### src/design/lsg_pkg.sv
// Package for the load stage governor: mode, stage and reason codes and the
// flap guard limits. Has no dependencies; imported by load_stage_governor.
package lsg_pkg;

   // Mode register codes
   localparam logic [1:0] MODE_AUTO   = 2'd0;
   localparam logic [1:0] MODE_OFF    = 2'd1;
   localparam logic [1:0] MODE_FORCE1 = 2'd2;
   localparam logic [1:0] MODE_FORCE2 = 2'd3;

   // Throttle stages
   localparam logic [1:0] STAGE_0 = 2'd0;
   localparam logic [1:0] STAGE_1 = 2'd1;
   localparam logic [1:0] STAGE_2 = 2'd2;

   // Reason codes
   localparam logic [2:0] RSN_NONE      = 3'd0;
   localparam logic [2:0] RSN_INITIAL   = 3'd1;
   localparam logic [2:0] RSN_FORCED    = 3'd2;
   localparam logic [2:0] RSN_OFF       = 3'd3;
   localparam logic [2:0] RSN_OVER      = 3'd4;
   localparam logic [2:0] RSN_RECOVERED = 3'd5;
   localparam logic [2:0] RSN_FAILED    = 3'd6;

   // Request opcodes
   localparam logic OP_SAMPLE = 1'b0;
   localparam logic OP_FAILED = 1'b1;

   // Register indexes
   localparam logic [2:0] REG_MODE         = 3'd0;
   localparam logic [2:0] REG_OVER_MARGIN  = 3'd1;
   localparam logic [2:0] REG_UNDER_MARGIN = 3'd2;
   localparam logic [2:0] REG_MAX_OVER_DRN = 3'd3;
   localparam logic [2:0] REG_MIN_REC_DRN  = 3'd4;
   localparam logic [2:0] REG_ENGAGE       = 3'd5;
   localparam logic [2:0] REG_RESTORE      = 3'd6;
   localparam logic [2:0] REG_FLAP_WINDOW  = 3'd7;

   // Flap guard
   localparam logic [7:0] FLAP_LIMIT = 8'd2;
   localparam logic [7:0] TALLY_MAX  = 8'hFF;

endpackage

### src/design/load_stage_governor.sv
// Load stage governor: three-level throttle governor with streak counters,
// flap guard, forced modes and freeze on apply failure. Depends on lsg_pkg.
// A request is registered in the input register, then in the result register, from
// which its response is presented. Throughput: one request per cycle while rsp_ready
// keeps the result register free, set by the state update between the two registers.
// Reset: synchronous; registers to defaults, auto mode, stage 0; a mode write re-inits.
module load_stage_governor (
   input  logic        clock,
   input  logic        reset,
   // request channel
   input  logic        req_valid,
   output logic        req_ready,
   input  logic        req_op,
   input  logic [15:0] req_underrun_count,
   input  logic [15:0] req_emu_time,
   input  logic [15:0] req_budget_time,
   input  logic        req_headroom_valid,
   input  logic [15:0] req_drain_time,
   // response channel
   output logic        rsp_valid,
   input  logic        rsp_ready,
   output logic        rsp_changed,
   output logic [1:0]  rsp_stage_now,
   output logic [2:0]  rsp_reason_code,
   output logic        rsp_held_flag,
   output logic        rsp_frozen_flag,
   // register write channel
   input  logic        csr_valid,
   output logic        csr_ready,
   input  logic [2:0]  csr_index,
   input  logic [15:0] csr_data
);
   import lsg_pkg::*;

   // Configuration registers
   logic [1:0]  mode_ff;
   logic [15:0] over_margin_ff, under_margin_ff, max_over_drain_ff, min_rec_drain_ff;
   logic [15:0] engage_frames_ff, restore_frames_ff, flap_window_ff;

   // Input register
   logic        in_valid_ff;
   logic        in_op_ff;
   logic [15:0] in_underruns_ff, in_emu_ff, in_budget_ff, in_drain_ff;
   logic        in_hv_ff;

   // Governor state
   logic [1:0]  stage_ff, stage_in;
   logic [15:0] over_streak_ff, over_streak_in;
   logic [15:0] under_streak_ff, under_streak_in;
   logic [7:0]  tally_ff, tally_in;
   logic [15:0] since_engage_ff, since_engage_in;
   logic        hold_ff, hold_in;
   logic        failed_ff, failed_in;
   logic [2:0]  reason_ff, reason_in;
   logic        changed_in;

   // Result register
   logic        out_valid_ff;
   logic        out_changed_ff;
   logic [1:0]  out_stage_ff;
   logic [2:0]  out_reason_ff;
   logic        out_held_ff, out_frozen_ff;

   logic        advance, process, csr_write, mode_write;
   logic        over, recovered;
   logic [16:0] over_limit, rec_sum, over_sum, under_sum;
   logic [1:0]  init_mode, init_stage;

   // Handshake: result register frees when empty or taken
   assign advance   = !out_valid_ff || rsp_ready;
   assign process   = in_valid_ff && advance;
   assign req_ready = !in_valid_ff || advance;
   assign csr_ready = 1'b1;
   assign csr_write = csr_valid && csr_ready;
   assign mode_write = csr_write && (csr_index == REG_MODE);

   // Classify the frame sample
   assign over_limit = {1'b0, in_budget_ff} + {1'b0, over_margin_ff};
   assign rec_sum    = {1'b0, in_emu_ff} + {1'b0, under_margin_ff};
   assign over = (in_underruns_ff != 16'd0) || ({1'b0, in_emu_ff} > over_limit) ||
                 (in_hv_ff && (in_drain_ff <= max_over_drain_ff));
   assign recovered = (in_underruns_ff == 16'd0) && (rec_sum < {1'b0, in_budget_ff}) &&
                      (!in_hv_ff || (in_drain_ff >= min_rec_drain_ff));
   assign over_sum  = {1'b0, over_streak_ff} + 17'd1;
   assign under_sum = {1'b0, under_streak_ff} + 17'd1;

   // Next governor state for the request in the input register
   always_comb begin
      stage_in        = stage_ff;
      over_streak_in  = over_streak_ff;
      under_streak_in = under_streak_ff;
      tally_in        = tally_ff;
      since_engage_in = since_engage_ff;
      hold_in         = hold_ff;
      failed_in       = failed_ff;
      reason_in       = reason_ff;
      changed_in      = 1'b0;
      if (in_op_ff == OP_FAILED) begin
         failed_in       = 1'b1;
         over_streak_in  = 16'd0;
         under_streak_in = 16'd0;
         reason_in       = RSN_FAILED;
      end else if (!failed_ff) begin
         if (mode_ff == MODE_OFF) begin
            changed_in      = (stage_ff != STAGE_0);
            stage_in        = STAGE_0;
            over_streak_in  = 16'd0;
            under_streak_in = 16'd0;
            tally_in        = 8'd0;
            since_engage_in = 16'd0;
            hold_in         = 1'b0;
            if (changed_in) reason_in = RSN_OFF;
         end else if (mode_ff == MODE_FORCE1 || mode_ff == MODE_FORCE2) begin
            stage_in        = (mode_ff == MODE_FORCE1) ? STAGE_1 : STAGE_2;
            changed_in      = (stage_ff != stage_in);
            over_streak_in  = 16'd0;
            under_streak_in = 16'd0;
            if (changed_in) reason_in = RSN_FORCED;
         end else begin
            // decay the flap guard while below stage 2
            if (tally_ff != 8'd0 && stage_ff != STAGE_2) begin
               since_engage_in = since_engage_ff + 16'd1;
               if (since_engage_in >= flap_window_ff) begin
                  tally_in        = 8'd0;
                  since_engage_in = 16'd0;
                  hold_in         = 1'b0;
               end
            end
            // step the streaks
            if (over) begin
               over_streak_in  = (over_sum < {1'b0, engage_frames_ff}) ?
                                 over_sum[15:0] : engage_frames_ff;
               under_streak_in = 16'd0;
            end else if (recovered) begin
               under_streak_in = (under_sum < {1'b0, restore_frames_ff}) ?
                                 under_sum[15:0] : restore_frames_ff;
               over_streak_in  = 16'd0;
            end else begin
               over_streak_in  = 16'd0;
               under_streak_in = 16'd0;
            end
            // raise or lower the stage
            if (over && over_streak_in >= engage_frames_ff && stage_ff != STAGE_2) begin
               stage_in       = stage_ff + 2'd1;
               over_streak_in = 16'd0;
               reason_in      = RSN_OVER;
               changed_in     = 1'b1;
               if (stage_in == STAGE_2) begin
                  if (tally_in != TALLY_MAX) tally_in = tally_in + 8'd1;
                  since_engage_in = 16'd0;
                  if (tally_in >= FLAP_LIMIT) hold_in = 1'b1;
               end
            end else if (recovered && under_streak_in >= restore_frames_ff &&
                         stage_ff != STAGE_0 && !(stage_ff == STAGE_2 && hold_ff)) begin
               stage_in        = stage_ff - 2'd1;
               under_streak_in = 16'd0;
               reason_in       = RSN_RECOVERED;
               changed_in      = 1'b1;
            end
         end
      end
   end

   // Initial state on reset or mode write
   assign init_mode  = reset ? MODE_AUTO : csr_data[1:0];
   assign init_stage = (init_mode == MODE_FORCE1) ? STAGE_1 :
                       (init_mode == MODE_FORCE2) ? STAGE_2 : STAGE_0;

   // Hold configuration registers
   always_ff @(posedge clock) begin
      if (reset) begin
         mode_ff           <= MODE_AUTO;
         over_margin_ff    <= 16'd256;
         under_margin_ff   <= 16'd256;
         max_over_drain_ff <= 16'd128;
         min_rec_drain_ff  <= 16'd512;
         engage_frames_ff  <= 16'd30;
         restore_frames_ff <= 16'd120;
         flap_window_ff    <= 16'd600;
      end else if (csr_write) begin
         unique case (csr_index)
            REG_MODE:         mode_ff           <= csr_data[1:0];
            REG_OVER_MARGIN:  over_margin_ff    <= csr_data;
            REG_UNDER_MARGIN: under_margin_ff   <= csr_data;
            REG_MAX_OVER_DRN: max_over_drain_ff <= csr_data;
            REG_MIN_REC_DRN:  min_rec_drain_ff  <= csr_data;
            REG_ENGAGE:       engage_frames_ff  <= csr_data;
            REG_RESTORE:      restore_frames_ff <= csr_data;
            REG_FLAP_WINDOW:  flap_window_ff    <= csr_data;
            default: ;
         endcase
      end
   end

   // Re-initialize or advance the governor state
   always_ff @(posedge clock) begin
      if (reset || mode_write) begin
         stage_ff        <= init_stage;
         over_streak_ff  <= 16'd0;
         under_streak_ff <= 16'd0;
         tally_ff        <= 8'd0;
         since_engage_ff <= 16'd0;
         hold_ff         <= 1'b0;
         failed_ff       <= 1'b0;
         reason_ff       <= (init_stage != STAGE_0) ? RSN_INITIAL : RSN_NONE;
      end else if (process) begin
         stage_ff        <= stage_in;
         over_streak_ff  <= over_streak_in;
         under_streak_ff <= under_streak_in;
         tally_ff        <= tally_in;
         since_engage_ff <= since_engage_in;
         hold_ff         <= hold_in;
         failed_ff       <= failed_in;
         reason_ff       <= reason_in;
      end
   end

   // Capture the request into the input register
   always_ff @(posedge clock) begin
      if (reset) begin
         in_valid_ff <= 1'b0;
      end else if (req_ready) begin
         in_valid_ff <= req_valid;
      end
      if (req_valid && req_ready) begin
         in_op_ff        <= req_op;
         in_underruns_ff <= req_underrun_count;
         in_emu_ff       <= req_emu_time;
         in_budget_ff    <= req_budget_time;
         in_hv_ff        <= req_headroom_valid;
         in_drain_ff     <= req_drain_time;
      end
   end

   // Load the result register
   always_ff @(posedge clock) begin
      if (reset) begin
         out_valid_ff <= 1'b0;
      end else if (advance) begin
         out_valid_ff <= in_valid_ff;
      end
      if (process) begin
         out_changed_ff <= changed_in;
         out_stage_ff   <= stage_in;
         out_reason_ff  <= reason_in;
         out_held_ff    <= hold_in;
         out_frozen_ff  <= failed_in;
      end
   end

   assign rsp_valid       = out_valid_ff;
   assign rsp_changed     = out_changed_ff;
   assign rsp_stage_now   = out_stage_ff;
   assign rsp_reason_code = out_reason_ff;
   assign rsp_held_flag   = out_held_ff;
   assign rsp_frozen_flag = out_frozen_ff;

   // Freeze persists until reset or mode write
   a_frozen_sticky: assert property (@(posedge clock) disable iff (reset)
      (failed_ff && !mode_write) |=> failed_ff)
      else $error("governor left frozen state without re-init");

   // Flap guard hold only while at stage 2
   a_hold_stage2: assert property (@(posedge clock) disable iff (reset)
      hold_ff |-> (stage_ff == STAGE_2))
      else $error("hold set below stage 2");

   // A stage change always carries a reason
   a_change_reason: assert property (@(posedge clock) disable iff (reset)
      (out_valid_ff && out_changed_ff) |-> (out_reason_ff != RSN_NONE))
      else $error("stage change without reason");

   // Stage stays in range
   a_stage_range: assert property (@(posedge clock) disable iff (reset)
      stage_ff != 2'd3)
      else $error("stage out of range");

endmodule
### config.mk
export PLATFORM = sky130hd
export DESIGN_NAME = load_stage_governor
export DESIGN_NICKNAME = d
export VERILOG_FILES = /design/src/design/lsg_pkg.sv /design/src/design/load_stage_governor.sv
export SDC_FILE = /design/constraint.sdc
export NUM_CORES = 1
export LEC_CHECK = 0
export BUFFER_PORTS_ARGS = -buffer_cell sky130_fd_sc_hd__buf_4
export CORE_ASPECT_RATIO = 0.8
export CORE_UTILIZATION = 50
export CTS_CLUSTER_DIAMETER = 60
export DETAILED_ROUTE_END_ITERATION = 7
export GPL_ROUTABILITY_DRIVEN = 1
export PLACE_DENSITY = 0.68
export SYNTH_ARGS = -nofsm -noshare
export SYNTH_HDL_FRONTEND = slang
export SYNTH_SLANG_ARGS = --single-unit
### constraint.sdc
create_clock -name clock -period 8.37 [get_ports clock]
set_clock_uncertainty 0.1 [all_clocks]
set_input_delay 1.674 -clock clock [delete_from_list [all_inputs] [get_ports clock]]
set_output_delay 1.674 -clock clock [all_outputs]
set_load 0.05 [all_outputs]
==> impl_results.md <==
* Root Driver: clkbuf_16
* FP Rows at 56
* Endpoint, Worst Hold: flap_window_ff[13]
* Synth Register Bits at 253
* Detailed-route via count at 12,900
* Vias in the first global route at 12,100
* Actual slew at the worst max-slew pin at 1.21 ns
* Final hold violations at 0
* Hold Crit Start: flap_window_ff[13]
* Total power at 2910 uW
* Worst Path Required at 8.73 ns
* Max rail drop VDD at 0.157 mV
* Clock power share at 42.8%
* Share of layout cells above drive strength 1 at 10.3%
* Global route total overflow at 0
* Max frequency at 0.128 GHz
* Antenna diodes at 0
* Residual DRC at 0
* Design Area, Final at 17,400 um^2
* Finish-stage setup viols at 0
* EDFF count, synth at 79
* Post-CTS setup buffers at 0
* Mean Syn Cell Area at 8.62 um^2
* Critical setup path kind: reg2reg
* GRT Total Usage at 25.4%
* GPL Wtd Cong at 0.884
* H-tree levels at 1
* Core footprint at 29,700 um^2
* Most used cell, CP: ha_1
* CTS max path bufs at 3
* Setup TNS at 0 ns
* Placed Area at 16,400 um^2
* Cells after DPL at 2,233
* LEAKAGE at 0.00736 uW
* Tmin final at 7.79 ns
* R2R setup slack at 0.58 ns
* TritonRoute pass-1 iters at 7
* Synth async-reset ratio at 0%
* CTS Buf Count at 28
* Final wirelength at 39,400 um
* Latest clock arrival within the worst-skew pair at 0.56 ns
* Post-Synthesis Cell Area at 15,300 um^2
* IO Count at 101
* Initial antenna violation count at 0
* Startpoint types: flop
* Switching power at 740 uW
* Post-DP HPWL at 29,100 um
* Sequential cell area at 5860 um^2
* Syn Inst Count at 1,780
* # port buffers at 99
* Die H at 159 um
* Crit path buf inv count at 0
* Initial cell density of the core at 51.6%
* Synthesized Nets at 2,052
* Area of the multi-input gates at 8790 um^2
* Int Pwr at 2170 uW
* Delay-heaviest family, CP: compound AO/OA/AOI/OAI gates
* Clk pin slew, worst setup/hold paths at 0.06 ns
* HP Class: reg2reg
* Max-slew headroom at 19.2%
* Total die area at 31,400 um^2
* Final Non-Filler Cells at 2,285
* First-pass GRT wire length at 62,900 um
* CP max stage cell: a211oi_1
* Critical Path Fanout Max at 16
* Largest net degree at the start of global routing at 114
* CP max stage delay at 0.65 ns
* Worst Hold Depth at 2
* Sequential share of power at 45.9%
* Gate power share at 11.3%
* DR iter-0 viols at 838
* Fin. max-slew vios at 0
* Worst R2R Path Depth at 27
* Seq/Total Area, Yosys at 38.2%
* Sw Ratio at 25.5%
* Post-DRT Antenna Nets at 0
* Filler Cells Inserted at 2,712
* Max-Cap Viols at 0
* Pwr/cell area at 167 nW/um^2
* Worst R2R Start: in_budget_ff[0]
* Ys flop type: dfxtp_1
* Avg WL per Cell at 17.2 um
* CTS tree: done
* Worst Path Arrival at 8.15 ns
* Final Cycle Share at 93.1%
* Clock sink count at 253
* RSZ-0062 raised after global routing: no
* Die width at 198 um
* Distinct cells, synth at 77
* Worst reg2reg path endpoint: tally_ff[0]
* Nets@finish at 2,129
* Ys Warns at 0
* Area growth from synthesis to layout at 13.3%
* Nature of the critical path endpoint: flop
* Via density per instance at 5.63
* Outcome: complete, no violations
## layout make-up
| class | instances | share of cell area (%) |
|---|---|---|
| Multi-Input combinational cell | 1339 | 50.6 |
| Clock inverter | 9 | 0.483 |
| Tap cell | 406 | 2.92 |
| Timing Repair Buffer | 109 | 4.71 |
| Inverter | 126 | 2.72 |
| Sequential cell | 253 | 33.7 |
| Clock buffer | 43 | 4.88 |
## cells by family after synthesis
| logic type | synth area share [%] |
|---|---|
| buffers and inverters | 4.73 |
| adders and majority gates | 14.9 |
| AOI/OAI and AO/OA | 18.3 |
| muxes | 1.25 |
| DFF | 38.2 |
| xor gates and xnor gates | 3.77 |
| other | 0.0245 |
| and+or+nand+nor | 18.8 |
## worst max path at each step
stage	slack [ns]	startpoint	end	cells after the start
2_1_floorplan	1.86	in_budget_ff[0]	reason_ff[1]	28
3_3_place_gp	0.46	in_budget_ff[0]	under_streak_ff[9]	27
3_5_place_dp	0.19	in_budget_ff[0]	under_streak_ff[12]	27
4_1_cts	0.13	in_budget_ff[0]	under_streak_ff[12]	27
5_1_grt	0.06	in_budget_ff[0]	since_engage_ff[15]	27
6_report	0.58	in_budget_ff[0]	tally_ff[0]	27
## worst register-to-register path: stages, from the launching register on
cell and delay, ns:
edfxtp_1 0.39, ha_1 0.22, fa_1 0.45, a211oi_1 0.35, o21ai_0 0.18, a31oi_1 0.36
o21ai_1 0.21, a21o_1 0.22, a21oi_1 0.17, xor2_1 0.18, ha_1 0.27, nand2_1 0.10
nor3_1 0.07, a21boi_0 0.14, nor4b_1 0.44, a211oi_2 0.22, nor2_2 0.60, nor2_1 0.14
ha_1 0.32, a21oi_1 0.06, o21ai_0 0.24, o2111ai_1 0.16, a21o_1 0.19, a211oi_1 0.65
o211a_1 0.52, o21a_1 0.36, xor2_1 0.11, o41ai_1 0.26
## cell usage in the layout (no fill, tap or decap), drive strengths merged, types with 19 or more instances in the layout
master  synthesis  layout
nand2b         26      26
edfxtp         79      79
o21ai          67      67
nor2b          19      19
a21o           32      32
nor2          129     129
ha            180     180
dfxtp         174     174
clkbuf         53      43
inv           126     126
buf             9     109
xnor2          44      44
nand2         291     291
and3           21      21
nor3           20      20
nand3          52      52
nand4          23      23
xor2           22      22
a21oi         196     196
## cells in the mapped netlist, types with 5 or more instances
master	number	share of area, %
a2111oi_0	6	0.34
a211o_1	15	0.86
a211oi_1	15	0.73
a21bo_2	6	0.39
a21boi_0	5	0.24
a21o_1	32	1.6
a21oi_1	196	6.4
a22o_1	16	0.91
a31oi_1	10	0.41
and2_1	7	0.29
and3_1	21	0.86
clkbuf_1	53	1.3
dfxtp_1	174	23
edfxtp_1	79	15
ha_1	180	15
inv_1	125	3.1
mux2i_1	18	1.2
nand2_1	291	7.1
nand2b_1	26	1.1
nand3_1	52	1.7
nand3b_1	7	0.34
nand4_1	23	0.94
nor2_1	119	2.9
nor2_2	10	0.41
nor2b_1	19	0.78
nor3_1	20	0.65
nor4_1	9	0.37
o21a_1	9	0.44
o21ai_0	64	2.1
o21bai_1	5	0.24
o31ai_1	7	0.34
o41ai_1	5	0.29
or2_2	6	0.24
or3_1	8	0.33
xnor2_1	44	2.5
xor2_1	22	1.3
## power groups by stage
stage	Sequential (uW)	Clock [uW]	Combinational [uW]
finish	1340	1240	328
global route	1340	1320	365
CTS	1340	1270	326
detailed placement	1360	0	324
global placement	1360	0	315
floorplan	1360	0	206
## stage by stage
stage / setup slack [ns] / hold WS, ns / util (%)
after global routing: 0.0619 / 0.375 / 58.5
final: 0.576 / 0.353 / 58.5
after floorplan: 1.86 / 0.325 / -
after detailed placement: 0.186 / 0.347 / 55.3
after global placement: 0.462 / 0.342 / 55.3
after CTS: 0.126 / 0.355 / 58.4
## state kept, by name (all words and copies together) (netlist names), 8 cells and up
register,flops
under_streak_ff,16
since_engage_ff,16
max_over_drain_ff,16
engage_frames_ff,16
over_streak_ff,16
over_margin_ff,16
in_drain_ff,16
restore_frames_ff,16
in_emu_ff,16
flap_window_ff,16
in_underruns_ff,16
in_budget_ff,16
tally_ff,8
min_rec_drain_ff,16
under_margin_ff,16
## repair_timing
| action | 4_1_cts | 5_1_grt |
|---|---|---|
| gates resized for setup | 0 | 2 |
| hold buffers | 0 | 0 |
| endpoints found under the setup margin | 0 | 49 |
## metal layers
layer	track usage, %	part of all wire (%)
met5	0	0
met4	5.54	1.9
met1	36.7	50
met3	3.81	5.5
met2	39.9	43
Power figures use the tool's default switching activity.
